$ cat src/hdl/nzcs_pkg.sv
// nzcs_pkg: shared constants and types for the nearest zero-crossing search
// no dependencies; imported by the top level

package nzcs_pkg;

   // configuration port geometry
   localparam int CSR_DATA_BITS = 32;
   localparam int CSR_ADDR_BITS = 3;

   // fixed field widths of the configuration registers
   localparam int RADIUS_BITS = 16;
   localparam int COUNT_BITS  = 21;

   // register reset values
   localparam logic [RADIUS_BITS-1:0] RADIUS_RESET = 16'd256;
   localparam logic [COUNT_BITS-1:0]  COUNT_RESET  = 21'd0;

   // register index, taken from address bit 2
   typedef enum logic {
      CSR_RADIUS = 1'b0,
      CSR_COUNT  = 1'b1
   } csr_index_type;

endpackage

$ cat src/hdl/nzcs_req_if.sv
// nzcs_req_if: sample channel (valid/ready) carrying one audio sample a beat
// no dependencies

interface nzcs_req_if #(
   parameter int INDEX_BITS  = 20,
   parameter int SAMPLE_BITS = 16
);
   logic                          valid;
   logic                          ready;
   logic signed [SAMPLE_BITS-1:0] sample_value;
   logic        [INDEX_BITS-1:0]  target_index;
   logic                          first_of_buffer;

   modport source (output valid, output sample_value, output target_index,
                   output first_of_buffer, input ready);
   modport sink   (input valid, input sample_value, input target_index,
                   input first_of_buffer, output ready);
endinterface

$ cat src/hdl/nzcs_rsp_if.sv
// nzcs_rsp_if: result channel (valid/ready) carrying one snapped index a beat
// no dependencies

interface nzcs_rsp_if #(
   parameter int INDEX_BITS = 20
);
   logic                  valid;
   logic                  ready;
   logic [INDEX_BITS-1:0] snapped_index;
   logic                  crossing_found;

   modport source (output valid, output snapped_index, output crossing_found,
                   input ready);
   modport sink   (input valid, input snapped_index, input crossing_found,
                   output ready);
endinterface

$ cat src/hdl/nearest_zero_crossing_search.sv
// nearest_zero_crossing_search: streaming zero-crossing snap over one buffer
// depends on nzcs_pkg, nzcs_req_if and nzcs_rsp_if
//
// Usage
//   req carries one sample a beat in buffer order; the beat with
//   first_of_buffer set is sample zero and brings the target index.
//   rsp gives one beat per buffer, on the beat of the last sample: the
//   chosen index and whether a real sign crossing was found. A buffer of
//   sample_count 0 or 1 answers on its first beat with the raw target.
//   csr is an APB-style port: search_radius at 0x0, sample_count at 0x4,
//   both taken at the first sample of a buffer.
// Pipeline and throughput
//   a beat is held in the input register, then evaluated against the
//   kept search state into the result register, where the result of
//   the last sample of a buffer becomes valid.
//   One sample per cycle is taken unless a result-giving sample waits;
//   the per-sample compares against the search registers set that rate.
// Reset and stall
//   synchronous reset empties both registers, drops any search in progress
//   and restores search_radius 256 and sample_count 0. While a result waits
//   on rsp, samples that give no result still flow; only a sample that
//   would give a second result waits in the input register.

module nearest_zero_crossing_search #(
   parameter int INDEX_BITS  = 20,
   parameter int SAMPLE_BITS = 16
) (
   input  logic                                  clock,
   input  logic                                  reset,
   nzcs_req_if.sink                              req,
   nzcs_rsp_if.source                            rsp,
   input  logic                                  csr_psel,
   input  logic                                  csr_penable,
   input  logic                                  csr_pwrite,
   input  logic [nzcs_pkg::CSR_ADDR_BITS-1:0]    csr_paddr,
   input  logic [nzcs_pkg::CSR_DATA_BITS-1:0]    csr_pwdata,
   output logic [nzcs_pkg::CSR_DATA_BITS-1:0]    csr_prdata,
   output logic                                  csr_pready
);
   import nzcs_pkg::*;

   localparam int IB = INDEX_BITS;
   localparam int SB = SAMPLE_BITS;
   localparam int MB = SB + 1;                       // exact magnitude width
   localparam int WW = ((IB > 20) ? IB : 20) + 2;    // window arithmetic width
   localparam logic [MB-1:0] MAG_SENTINEL = (MB'(1) << (SB - 1)) + MB'(1);

   // exact magnitude of a signed sample
   function automatic logic [MB-1:0] mag_of(input logic signed [SB-1:0] v);
      logic [MB-1:0] e;
      e = MB'(unsigned'(v));
      if (v[SB-1]) begin
         e = {1'b1, v};
         e = ~e + MB'(1);
      end
      return e;
   endfunction

   // configuration registers
   logic [RADIUS_BITS-1:0] radius_ff;
   logic [COUNT_BITS-1:0]  count_ff;
   logic                   csr_write;
   csr_index_type          csr_index;

   assign csr_write  = csr_psel && csr_penable && csr_pwrite && csr_pready;
   assign csr_index  = csr_index_type'(csr_paddr[2]);
   assign csr_pready = 1'b1;

   always_comb begin
      unique case (csr_index)
         CSR_RADIUS: csr_prdata = CSR_DATA_BITS'(radius_ff);
         CSR_COUNT:  csr_prdata = CSR_DATA_BITS'(count_ff);
         default:    csr_prdata = '0;
      endcase
   end

   always_ff @(posedge clock) begin
      if (reset) begin
         radius_ff <= RADIUS_RESET;
         count_ff  <= COUNT_RESET;
      end else if (csr_write) begin
         unique case (csr_index)
            CSR_RADIUS: radius_ff <= csr_pwdata[RADIUS_BITS-1:0];
            CSR_COUNT:  count_ff  <= csr_pwdata[COUNT_BITS-1:0];
            default:    ;
         endcase
      end
   end

   // window set-up for a first-of-buffer beat, ahead of the input register
   logic [WW-1:0] n_raw, n_cap, cap_w, ct_w, r_w, sum_w, lim_w;
   logic [IB-1:0] pre_last, pre_ct, pre_lo, pre_hi;
   logic          pre_short;

   always_comb begin
      n_raw     = WW'(count_ff);
      cap_w     = WW'(1) << IB;
      n_cap     = (n_raw > cap_w) ? cap_w : n_raw;
      pre_short = (n_cap <= WW'(1));
      pre_last  = IB'(n_cap - WW'(1));
      pre_ct    = (req.target_index < pre_last) ? req.target_index : pre_last;
      ct_w      = WW'(pre_ct);
      r_w       = WW'(radius_ff);
      pre_lo    = (ct_w >= r_w) ? IB'(ct_w - r_w) : '0;
      sum_w     = ct_w + r_w;
      lim_w     = n_cap - WW'(2);
      pre_hi    = (sum_w < lim_w) ? IB'(sum_w) : IB'(lim_w);
   end

   // input register
   logic                 s1_valid_ff;
   logic signed [SB-1:0] s1_sample_ff;
   logic [IB-1:0]        s1_target_ff;
   logic                 s1_first_ff;
   logic                 s1_short_ff;
   logic [IB-1:0]        s1_ct_ff, s1_lo_ff, s1_hi_ff, s1_last_ff;
   logic                 s1_valid_in;
   logic                 s1_load;
   logic                 s2_take;

   assign req.ready   = !s1_valid_ff || s2_take;
   assign s1_load     = req.valid && req.ready;
   assign s1_valid_in = s1_load || (s1_valid_ff && !s2_take);

   always_ff @(posedge clock) begin
      if (reset) begin
         s1_valid_ff <= 1'b0;
      end else begin
         s1_valid_ff <= s1_valid_in;
      end
   end

   always_ff @(posedge clock) begin
      if (s1_load) begin
         s1_sample_ff <= req.sample_value;
         s1_target_ff <= req.target_index;
         s1_first_ff  <= req.first_of_buffer;
         s1_short_ff  <= pre_short;
         s1_ct_ff     <= pre_ct;
         s1_lo_ff     <= pre_lo;
         s1_hi_ff     <= pre_hi;
         s1_last_ff   <= pre_last;
      end
   end

   // search state
   logic                 busy_ff,  busy_in;
   logic signed [SB-1:0] prev_ff,  prev_in;
   logic [IB-1:0]        pos_ff,   pos_in;
   logic [IB-1:0]        ct_ff,    ct_in;
   logic [IB-1:0]        lo_ff,    lo_in;
   logic [IB-1:0]        hi_ff,    hi_in;
   logic [IB-1:0]        last_ff,  last_in;
   logic                 found_ff, found_in;
   logic [IB-1:0]        bestd_ff, bestd_in;
   logic [IB-1:0]        bestx_ff, bestx_in;
   logic [MB-1:0]        leastm_ff, leastm_in;
   logic [IB-1:0]        leasti_ff, leasti_in;

   // per-sample evaluation
   logic [IB-1:0] p, s, d;
   logic [IB:0]   p_w, hi_plus;
   logic [MB-1:0] mag_v, mag_a;
   logic          is_cross, in_cross_win, in_least_win;
   logic          emit;
   logic [IB-1:0] res_index;
   logic          res_found;

   always_comb begin
      p            = pos_ff + IB'(1);
      s            = pos_ff;
      p_w          = {1'b0, p};
      hi_plus      = {1'b0, hi_ff} + (IB+1)'(1);
      mag_v        = mag_of(s1_sample_ff);
      mag_a        = mag_of(prev_ff);
      is_cross     = ((prev_ff <= 0) && (s1_sample_ff >= 0)) ||
                     ((prev_ff >= 0) && (s1_sample_ff <= 0));
      in_cross_win = (s >= lo_ff) && (s <= hi_ff);
      in_least_win = (p >= lo_ff) && (p_w <= hi_plus);
      d            = (s >= ct_ff) ? (s - ct_ff) : (ct_ff - s);

      busy_in   = busy_ff;
      prev_in   = prev_ff;
      pos_in    = pos_ff;
      ct_in     = ct_ff;
      lo_in     = lo_ff;
      hi_in     = hi_ff;
      last_in   = last_ff;
      found_in  = found_ff;
      bestd_in  = bestd_ff;
      bestx_in  = bestx_ff;
      leastm_in = leastm_ff;
      leasti_in = leasti_ff;
      emit      = 1'b0;
      res_index = '0;
      res_found = 1'b0;

      if (s1_valid_ff) begin
         if (s1_first_ff) begin
            if (s1_short_ff) begin
               // buffer too short to search: hand back the raw target
               busy_in   = 1'b0;
               emit      = 1'b1;
               res_index = s1_target_ff;
            end else begin
               // open a new search at sample zero
               busy_in  = 1'b1;
               ct_in    = s1_ct_ff;
               lo_in    = s1_lo_ff;
               hi_in    = s1_hi_ff;
               last_in  = s1_last_ff;
               found_in = 1'b0;
               bestd_in = '1;
               bestx_in = '0;
               prev_in  = s1_sample_ff;
               pos_in   = '0;
               if (s1_lo_ff == '0) begin
                  leastm_in = mag_v;
                  leasti_in = '0;
               end else begin
                  leastm_in = MAG_SENTINEL;
                  leasti_in = s1_ct_ff;
               end
            end
         end else if (busy_ff) begin
            // crossing between previous and current sample
            if (in_cross_win && is_cross && (!found_ff || (d < bestd_ff))) begin
               bestd_in = d;
               bestx_in = (mag_a < mag_v) ? s : p;
               found_in = 1'b1;
            end
            // least-magnitude fallback
            if (in_least_win && (mag_v < leastm_ff)) begin
               leastm_in = mag_v;
               leasti_in = p;
            end
            prev_in = s1_sample_ff;
            pos_in  = p;
            if (p == last_ff) begin
               busy_in   = 1'b0;
               emit      = 1'b1;
               res_found = found_in;
               res_index = found_in ? bestx_in : leasti_in;
            end
         end
      end
   end

   // the beat leaves the input register unless its result has nowhere to go
   assign s2_take = s1_valid_ff && (!emit || !rsp.valid || rsp.ready);

   always_ff @(posedge clock) begin
      if (reset) begin
         busy_ff  <= 1'b0;
         found_ff <= 1'b0;
      end else if (s2_take) begin
         busy_ff  <= busy_in;
         found_ff <= found_in;
      end
   end

   always_ff @(posedge clock) begin
      if (s2_take) begin
         prev_ff   <= prev_in;
         pos_ff    <= pos_in;
         ct_ff     <= ct_in;
         lo_ff     <= lo_in;
         hi_ff     <= hi_in;
         last_ff   <= last_in;
         bestd_ff  <= bestd_in;
         bestx_ff  <= bestx_in;
         leastm_ff <= leastm_in;
         leasti_ff <= leasti_in;
      end
   end

   // result register
   logic          rsp_valid_ff, rsp_valid_in;
   logic [IB-1:0] rsp_index_ff;
   logic          rsp_found_ff;
   logic          rsp_load;

   assign rsp_load     = s2_take && emit;
   assign rsp_valid_in = rsp_load || (rsp_valid_ff && !rsp.ready);

   always_ff @(posedge clock) begin
      if (reset) begin
         rsp_valid_ff <= 1'b0;
      end else begin
         rsp_valid_ff <= rsp_valid_in;
      end
   end

   always_ff @(posedge clock) begin
      if (rsp_load) begin
         rsp_index_ff <= res_index;
         rsp_found_ff <= res_found;
      end
   end

   assign rsp.valid          = rsp_valid_ff;
   assign rsp.snapped_index  = rsp_index_ff;
   assign rsp.crossing_found = rsp_found_ff;

`ifndef NO_ASSERTIONS
   // a running search never walks past its last index
   a_pos_bounded: assert property (@(posedge clock) disable iff (reset)
      busy_ff |-> (pos_ff < last_ff))
      else $error("search position beyond last index");

   // a recorded crossing lies inside the window or one sample past it
   a_crossing_in_window: assert property (@(posedge clock) disable iff (reset)
      (busy_ff && found_ff) |-> ((bestx_ff >= lo_ff) && ({1'b0, bestx_ff} <= hi_plus)))
      else $error("recorded crossing outside search window");

   // a mid-buffer result only comes out of a running search
   a_emit_needs_search: assert property (@(posedge clock) disable iff (reset)
      (rsp_load && !s1_first_ff) |-> busy_ff)
      else $error("result produced with no search running");

   // a held beat is not dropped from the input register
   a_beat_held: assert property (@(posedge clock) disable iff (reset)
      (s1_valid_ff && !s2_take) |=> (s1_valid_ff && $stable(s1_sample_ff)))
      else $error("stalled beat lost from input register");
`endif

endmodule
$ cat src/flat_wrapper.sv
// flat-port wrapper written by rule: the top's interface ports become plain ports
module nearest_zero_crossing_search_flat import nzcs_pkg::*;
#(
   parameter int INDEX_BITS  = 20,
   parameter int SAMPLE_BITS = 16
)
  (clock, reset, csr_psel, csr_penable, csr_pwrite, csr_paddr, csr_pwdata, csr_prdata, csr_pready, req_valid, req_sample_value, req_target_index, req_first_of_buffer, req_ready, rsp_valid, rsp_snapped_index, rsp_crossing_found, rsp_ready);
  nzcs_req_if #(.INDEX_BITS(INDEX_BITS), .SAMPLE_BITS(SAMPLE_BITS)) req_i ();
  nzcs_rsp_if #(.INDEX_BITS(INDEX_BITS)) rsp_i ();
  input  logic clock;
  input  logic reset;
  input  logic csr_psel;
  input  logic csr_penable;
  input  logic csr_pwrite;
  input  logic [nzcs_pkg::CSR_ADDR_BITS-1:0] csr_paddr;
  input  logic [nzcs_pkg::CSR_DATA_BITS-1:0] csr_pwdata;
  output logic [nzcs_pkg::CSR_DATA_BITS-1:0] csr_prdata;
  output logic csr_pready;
  input wire logic [$bits(req_i.valid)-1:0] req_valid;
  input wire logic [$bits(req_i.sample_value)-1:0] req_sample_value;
  input wire logic [$bits(req_i.target_index)-1:0] req_target_index;
  input wire logic [$bits(req_i.first_of_buffer)-1:0] req_first_of_buffer;
  output wire logic [$bits(req_i.ready)-1:0] req_ready;
  output wire logic [$bits(rsp_i.valid)-1:0] rsp_valid;
  output wire logic [$bits(rsp_i.snapped_index)-1:0] rsp_snapped_index;
  output wire logic [$bits(rsp_i.crossing_found)-1:0] rsp_crossing_found;
  input wire logic [$bits(rsp_i.ready)-1:0] rsp_ready;
  assign req_i.valid = req_valid;
  assign req_i.sample_value = req_sample_value;
  assign req_i.target_index = req_target_index;
  assign req_i.first_of_buffer = req_first_of_buffer;
  assign req_ready = req_i.ready;
  assign rsp_valid = rsp_i.valid;
  assign rsp_snapped_index = rsp_i.snapped_index;
  assign rsp_crossing_found = rsp_i.crossing_found;
  assign rsp_i.ready = rsp_ready;
  nearest_zero_crossing_search #(.INDEX_BITS(INDEX_BITS), .SAMPLE_BITS(SAMPLE_BITS)) u_core (.clock(clock), .reset(reset), .req(req_i), .rsp(rsp_i), .csr_psel(csr_psel), .csr_penable(csr_penable), .csr_pwrite(csr_pwrite), .csr_paddr(csr_paddr), .csr_pwdata(csr_pwdata), .csr_prdata(csr_prdata), .csr_pready(csr_pready));
endmodule
$ cat config.mk
export PLATFORM = sky130hd
export DESIGN_NAME = nearest_zero_crossing_search_flat
export DESIGN_NICKNAME = d
export VERILOG_FILES = /design/src/hdl/nzcs_pkg.sv /design/src/hdl/nzcs_req_if.sv /design/src/hdl/nzcs_rsp_if.sv /design/src/hdl/nearest_zero_crossing_search.sv /design/src/flat_wrapper.sv
export SDC_FILE = /design/constraint.sdc
export NUM_CORES = 1
export LEC_CHECK = 0
export BUFFER_PORTS_ARGS = -buffer_cell sky130_fd_sc_hd__buf_2
export CAP_MARGIN = 15
export CELL_PAD_IN_SITES_DETAIL_PLACEMENT = 0
export CELL_PAD_IN_SITES_GLOBAL_PLACEMENT = 1
export CORE_MARGIN = 2
export CORE_UTILIZATION = 45
export DETAILED_ROUTE_END_ITERATION = 7
export PLACE_DENSITY = 0.78
export SYNTH_ARGS = -nofsm -noshare
export SYNTH_HDL_FRONTEND = slang
export SYNTH_SLANG_ARGS = --single-unit
$ cat constraint.sdc
create_clock -name clock -period 7.7 [get_ports clock]
set_input_delay 0 -clock clock [delete_from_list [all_inputs] [get_ports clock]]
set_output_delay 0 -clock clock [all_outputs]
set_load 0.05 [all_outputs]
==> flow_summary.json <==
{
  "fin_tns_setup_ns": 0,
  "cts.clk_slew.worst_paths_ns": 0.06,
  "final_cell_mix": "edfxtp_1 (332), nand2_1 (265), ha_1 (244), inv_1 (223), a21oi_1 (170)",
  "numPortBuffers": 109,
  "cpLargestDelayFamily": "compound AO/OA/AOI/OAI gates",
  "period_share_pct": 98.3,
  "crit_arrival_ns": 7.90,
  "yosysWarnings": 0,
  "layout_setup_ws_ns": 0.129,
  "fin_util_pct": 54.0,
  "crit_fanout": 9,
  "drt-total-wl_um": 80400,
  "async_flop_share_pct": 0,
  "dpl_cell_area_um2": 27000,
  "fin_crit_ns": 7.57,
  "min_path_type": "input pin to flip-flop",
  "synthesis.area_um2": 24900,
  "grt_pass1_vias": 19900,
  "std_cell_rows": 86,
  "worstMarginPinSlew_ns": 1.16,
  "antenna_found_initial": 0,
  "critPathLaunchType": "flip-flop",
  "syn2layout_area_growth_pct": 19.0,
  "multi_input_comb_area_um2": 13200,
  "synth_top_area_share_pct": 40.1,
  "syn_area_per_cell_um2": 9.78,
  "seq_area_um2": 10800,
  "ant_nets": 0,
  "relSlewSlack_pct": 22.3,
  "place_ws_ns": 0.0318,
  "die_h_um": 239,
  "cp_num_buf_inv": 4,
  "max_freq_ghz": 0.132,
  "endpoint_kind": "flip-flop",
  "grt_max_degree": 67,
  "power.density_nw_per_um2": 211,
  "cts-root-buf": "clkbuf_16",
  "status": "completed",
  "clock-sinks": 373,
  "drt_iter0_drc": 1503,
  "track_usage_pct": 27.8,
  "final_design_area_no_fill_um2": 29600,
  "finalPower_mw": 6.25,
  "nFillCells": 4913,
  "final_common_cell": "edfxtp_1",
  "firstDrtPassIters": 6,
  "globalplace.congestion": 0.971,
  "drcViolationCount": 0,
  "cp.required_ns": 8.03,
  "wl_per_cell_um": 22.7,
  "drive_above_1_share_pct": 15.7,
  "finalMaxSlewViolations": 0,
  "dp_cells": 3386,
  "vdd.ir_drop.worst_v": 0.000168,
  "clockBufferDepth": 3,
  "dpl.hpwl_um": 63600,
  "synth.area.top_cells": "edfxtp_1 (40%), ha_1 (13%), xnor2_1 (4.2%), nand2_1 (4.1%), a21oi_1 (3.8%)",
  "vias": 20300,
  "yosysTopAreaCell": "edfxtp_1",
  "fp.dieW_um": 239,
  "clock_skew_ns": 0.0189,
  "crit_path_max_incr_delay_ns": 0.58,
  "ys.flop_type": "edfxtp_1",
  "yosysSeqAreaShare_pct": 43.4,
  "p_leak_nw": 12.2,
  "synth_edf_count": 332,
  "finalHoldViolCount": 0,
  "stdcell_count": 3547,
  "cts.htree.levels": 2,
  "core_region_area_um2": 54900,
  "grt_pass1_wl_um": 119000,
  "grt_overflow": 0,
  "cts_buffers": 43,
  "setup_viol": 0,
  "cap_violations": 0,
  "pin_count": 135,
  "rsz0062_at_grt": "true",
  "fin_hold_ws_ns": 0.0455,
  "die_area_um2": 57200,
  "path_class": "flip-flop to flip-flop",
  "start_util_pct": 45.4,
  "ys_ff_latch": 373,
  "vias_per_cell": 5.71,
  "tritoncts": "built",
  "insertion_delay_ns": 0.58,
  "synth_cell_types": 89,
  "nets": 3144,
  "synth_cells": 2546,
  "worst_path_max_delay_cell": "or4_4",
  "n_antenna_cell": 0
}
==> worst register-to-register path: cells and delay by family (launching register included) <==
kind	cells	cell delay, ns
compound gates	15	3.18
simple gates	8	2.11
fa+ha+maj	4	1.04
buf+inv	4	0.49
flops	1	0.32
xor+xnor	1	0.19
==> cell usage after synthesis, drive strengths merged, types with 23 or more instances <==
master  count
edfxtp    332
inv       230
buf        29
dfxtp      41
a21o       41
and2       25
nand2     270
nor4       35
nand3      50
and3       23
nor2      167
nand4      32
xnor2     120
nor2b      27
nand2b     42
o21ai     124
nor3       44
clkbuf     88
ha        250
xor2       39
o21a       24
a21oi     190
mux2i      44
==> what timing repair did <==
| item | 4_1_cts | 5_1_grt |
|---|---|---|
| hold buffers | 68 | 0 |
| endpoints found under the hold margin | 104 | 0 |
| endpoints found under the setup margin | 3 | 20 |
| pin swaps | 0 | 26 |
| gates resized for setup | 1 | 87 |
| setup buffers | 0 | 13 |
| gates cloned | 0 | 4 |
==> layer usage <==
layer / up-vias / track usage [%] / wire length [µm] / part of all wire, %
li1: 9691 / - / - / -
met1: 9751 / 35.0 / 32900 / 41
met2: 640 / 48.0 / 39100 / 49
met3: 175 / 3.09 / 4040 / 5.0
met4: 0 / 13.2 / 4400 / 5.5
met5: - / 0 / 0 / 0
==> worst paths after layout <==
kind / from / to / slack (ns) / cells past startpoint
setup / recovery: u_core.count_ff[5] / u_core.s1_hi_ff[9] / 0.13 / 32
hold / removal: reset / u_core.count_ff[17] / 0.05 / 2
setup reg to reg: u_core.count_ff[5] / u_core.s1_hi_ff[9] / 0.13 / 32
hold reg to reg: u_core.s1_hi_ff[5] / u_core.hi_ff[5] / 0.42 / 0
==> sequential cells by signal, indices dropped and copies added, names as in the netlist, 16 cells and up <==
| name | cells |
|---|---|
| u_core.leastm_ff | 17 |
| u_core.lo_ff | 20 |
| u_core.s1_sample_ff | 16 |
| u_core.ct_ff | 20 |
| u_core.bestx_ff | 20 |
| u_core.bestd_ff | 20 |
| u_core.s1_ct_ff | 20 |
| u_core.s1_lo_ff | 20 |
| u_core.rsp.snapped_index | 20 |
| u_core.last_ff | 20 |
| u_core.leasti_ff | 20 |
| u_core.radius_ff | 16 |
| u_core.s1_last_ff | 20 |
| u_core.pos_ff | 20 |
| u_core.s1_target_ff | 20 |
| u_core.s1_hi_ff | 20 |
| u_core.hi_ff | 20 |
| u_core.prev_ff | 16 |
| u_core.count_ff | 21 |
==> power by group <==
group          internal, mW  leakage (nW)  switching (mW)
Sequential             2.43          3.41           0.106
Clock                  1.23         0.672           0.862
Combinational         0.659          8.15           0.965
==> kinds of logic (layout without fill, tap and decap cells) <==
logic type                 after synthesis  after routing  share of synthesized area (%)
xor gates and xnor gates               161            161                           5.85
other                                    2             16                         0.0302
AOI/OAI and AO/OA                      583            583                           15.1
adders and majority gates              254            254                           12.9
and+or+nand+nor                        772            772                           15.0
buffers and inverters                  347            630                           5.51
DFF                                    373            373                           43.4
muxes                                   54             54                           2.27
==> layout make-up <==
class	instances	share of cell area [%]
flip-flops and latches	373	36.4
clock buffers	49	3.71
repair buffers	323	8.24
multi-input cells	1840	44.7
clock inverters	28	1.08
inverters	230	2.91
well taps	704	2.97
No activity file was read; power rests on OpenSTA's default activity.
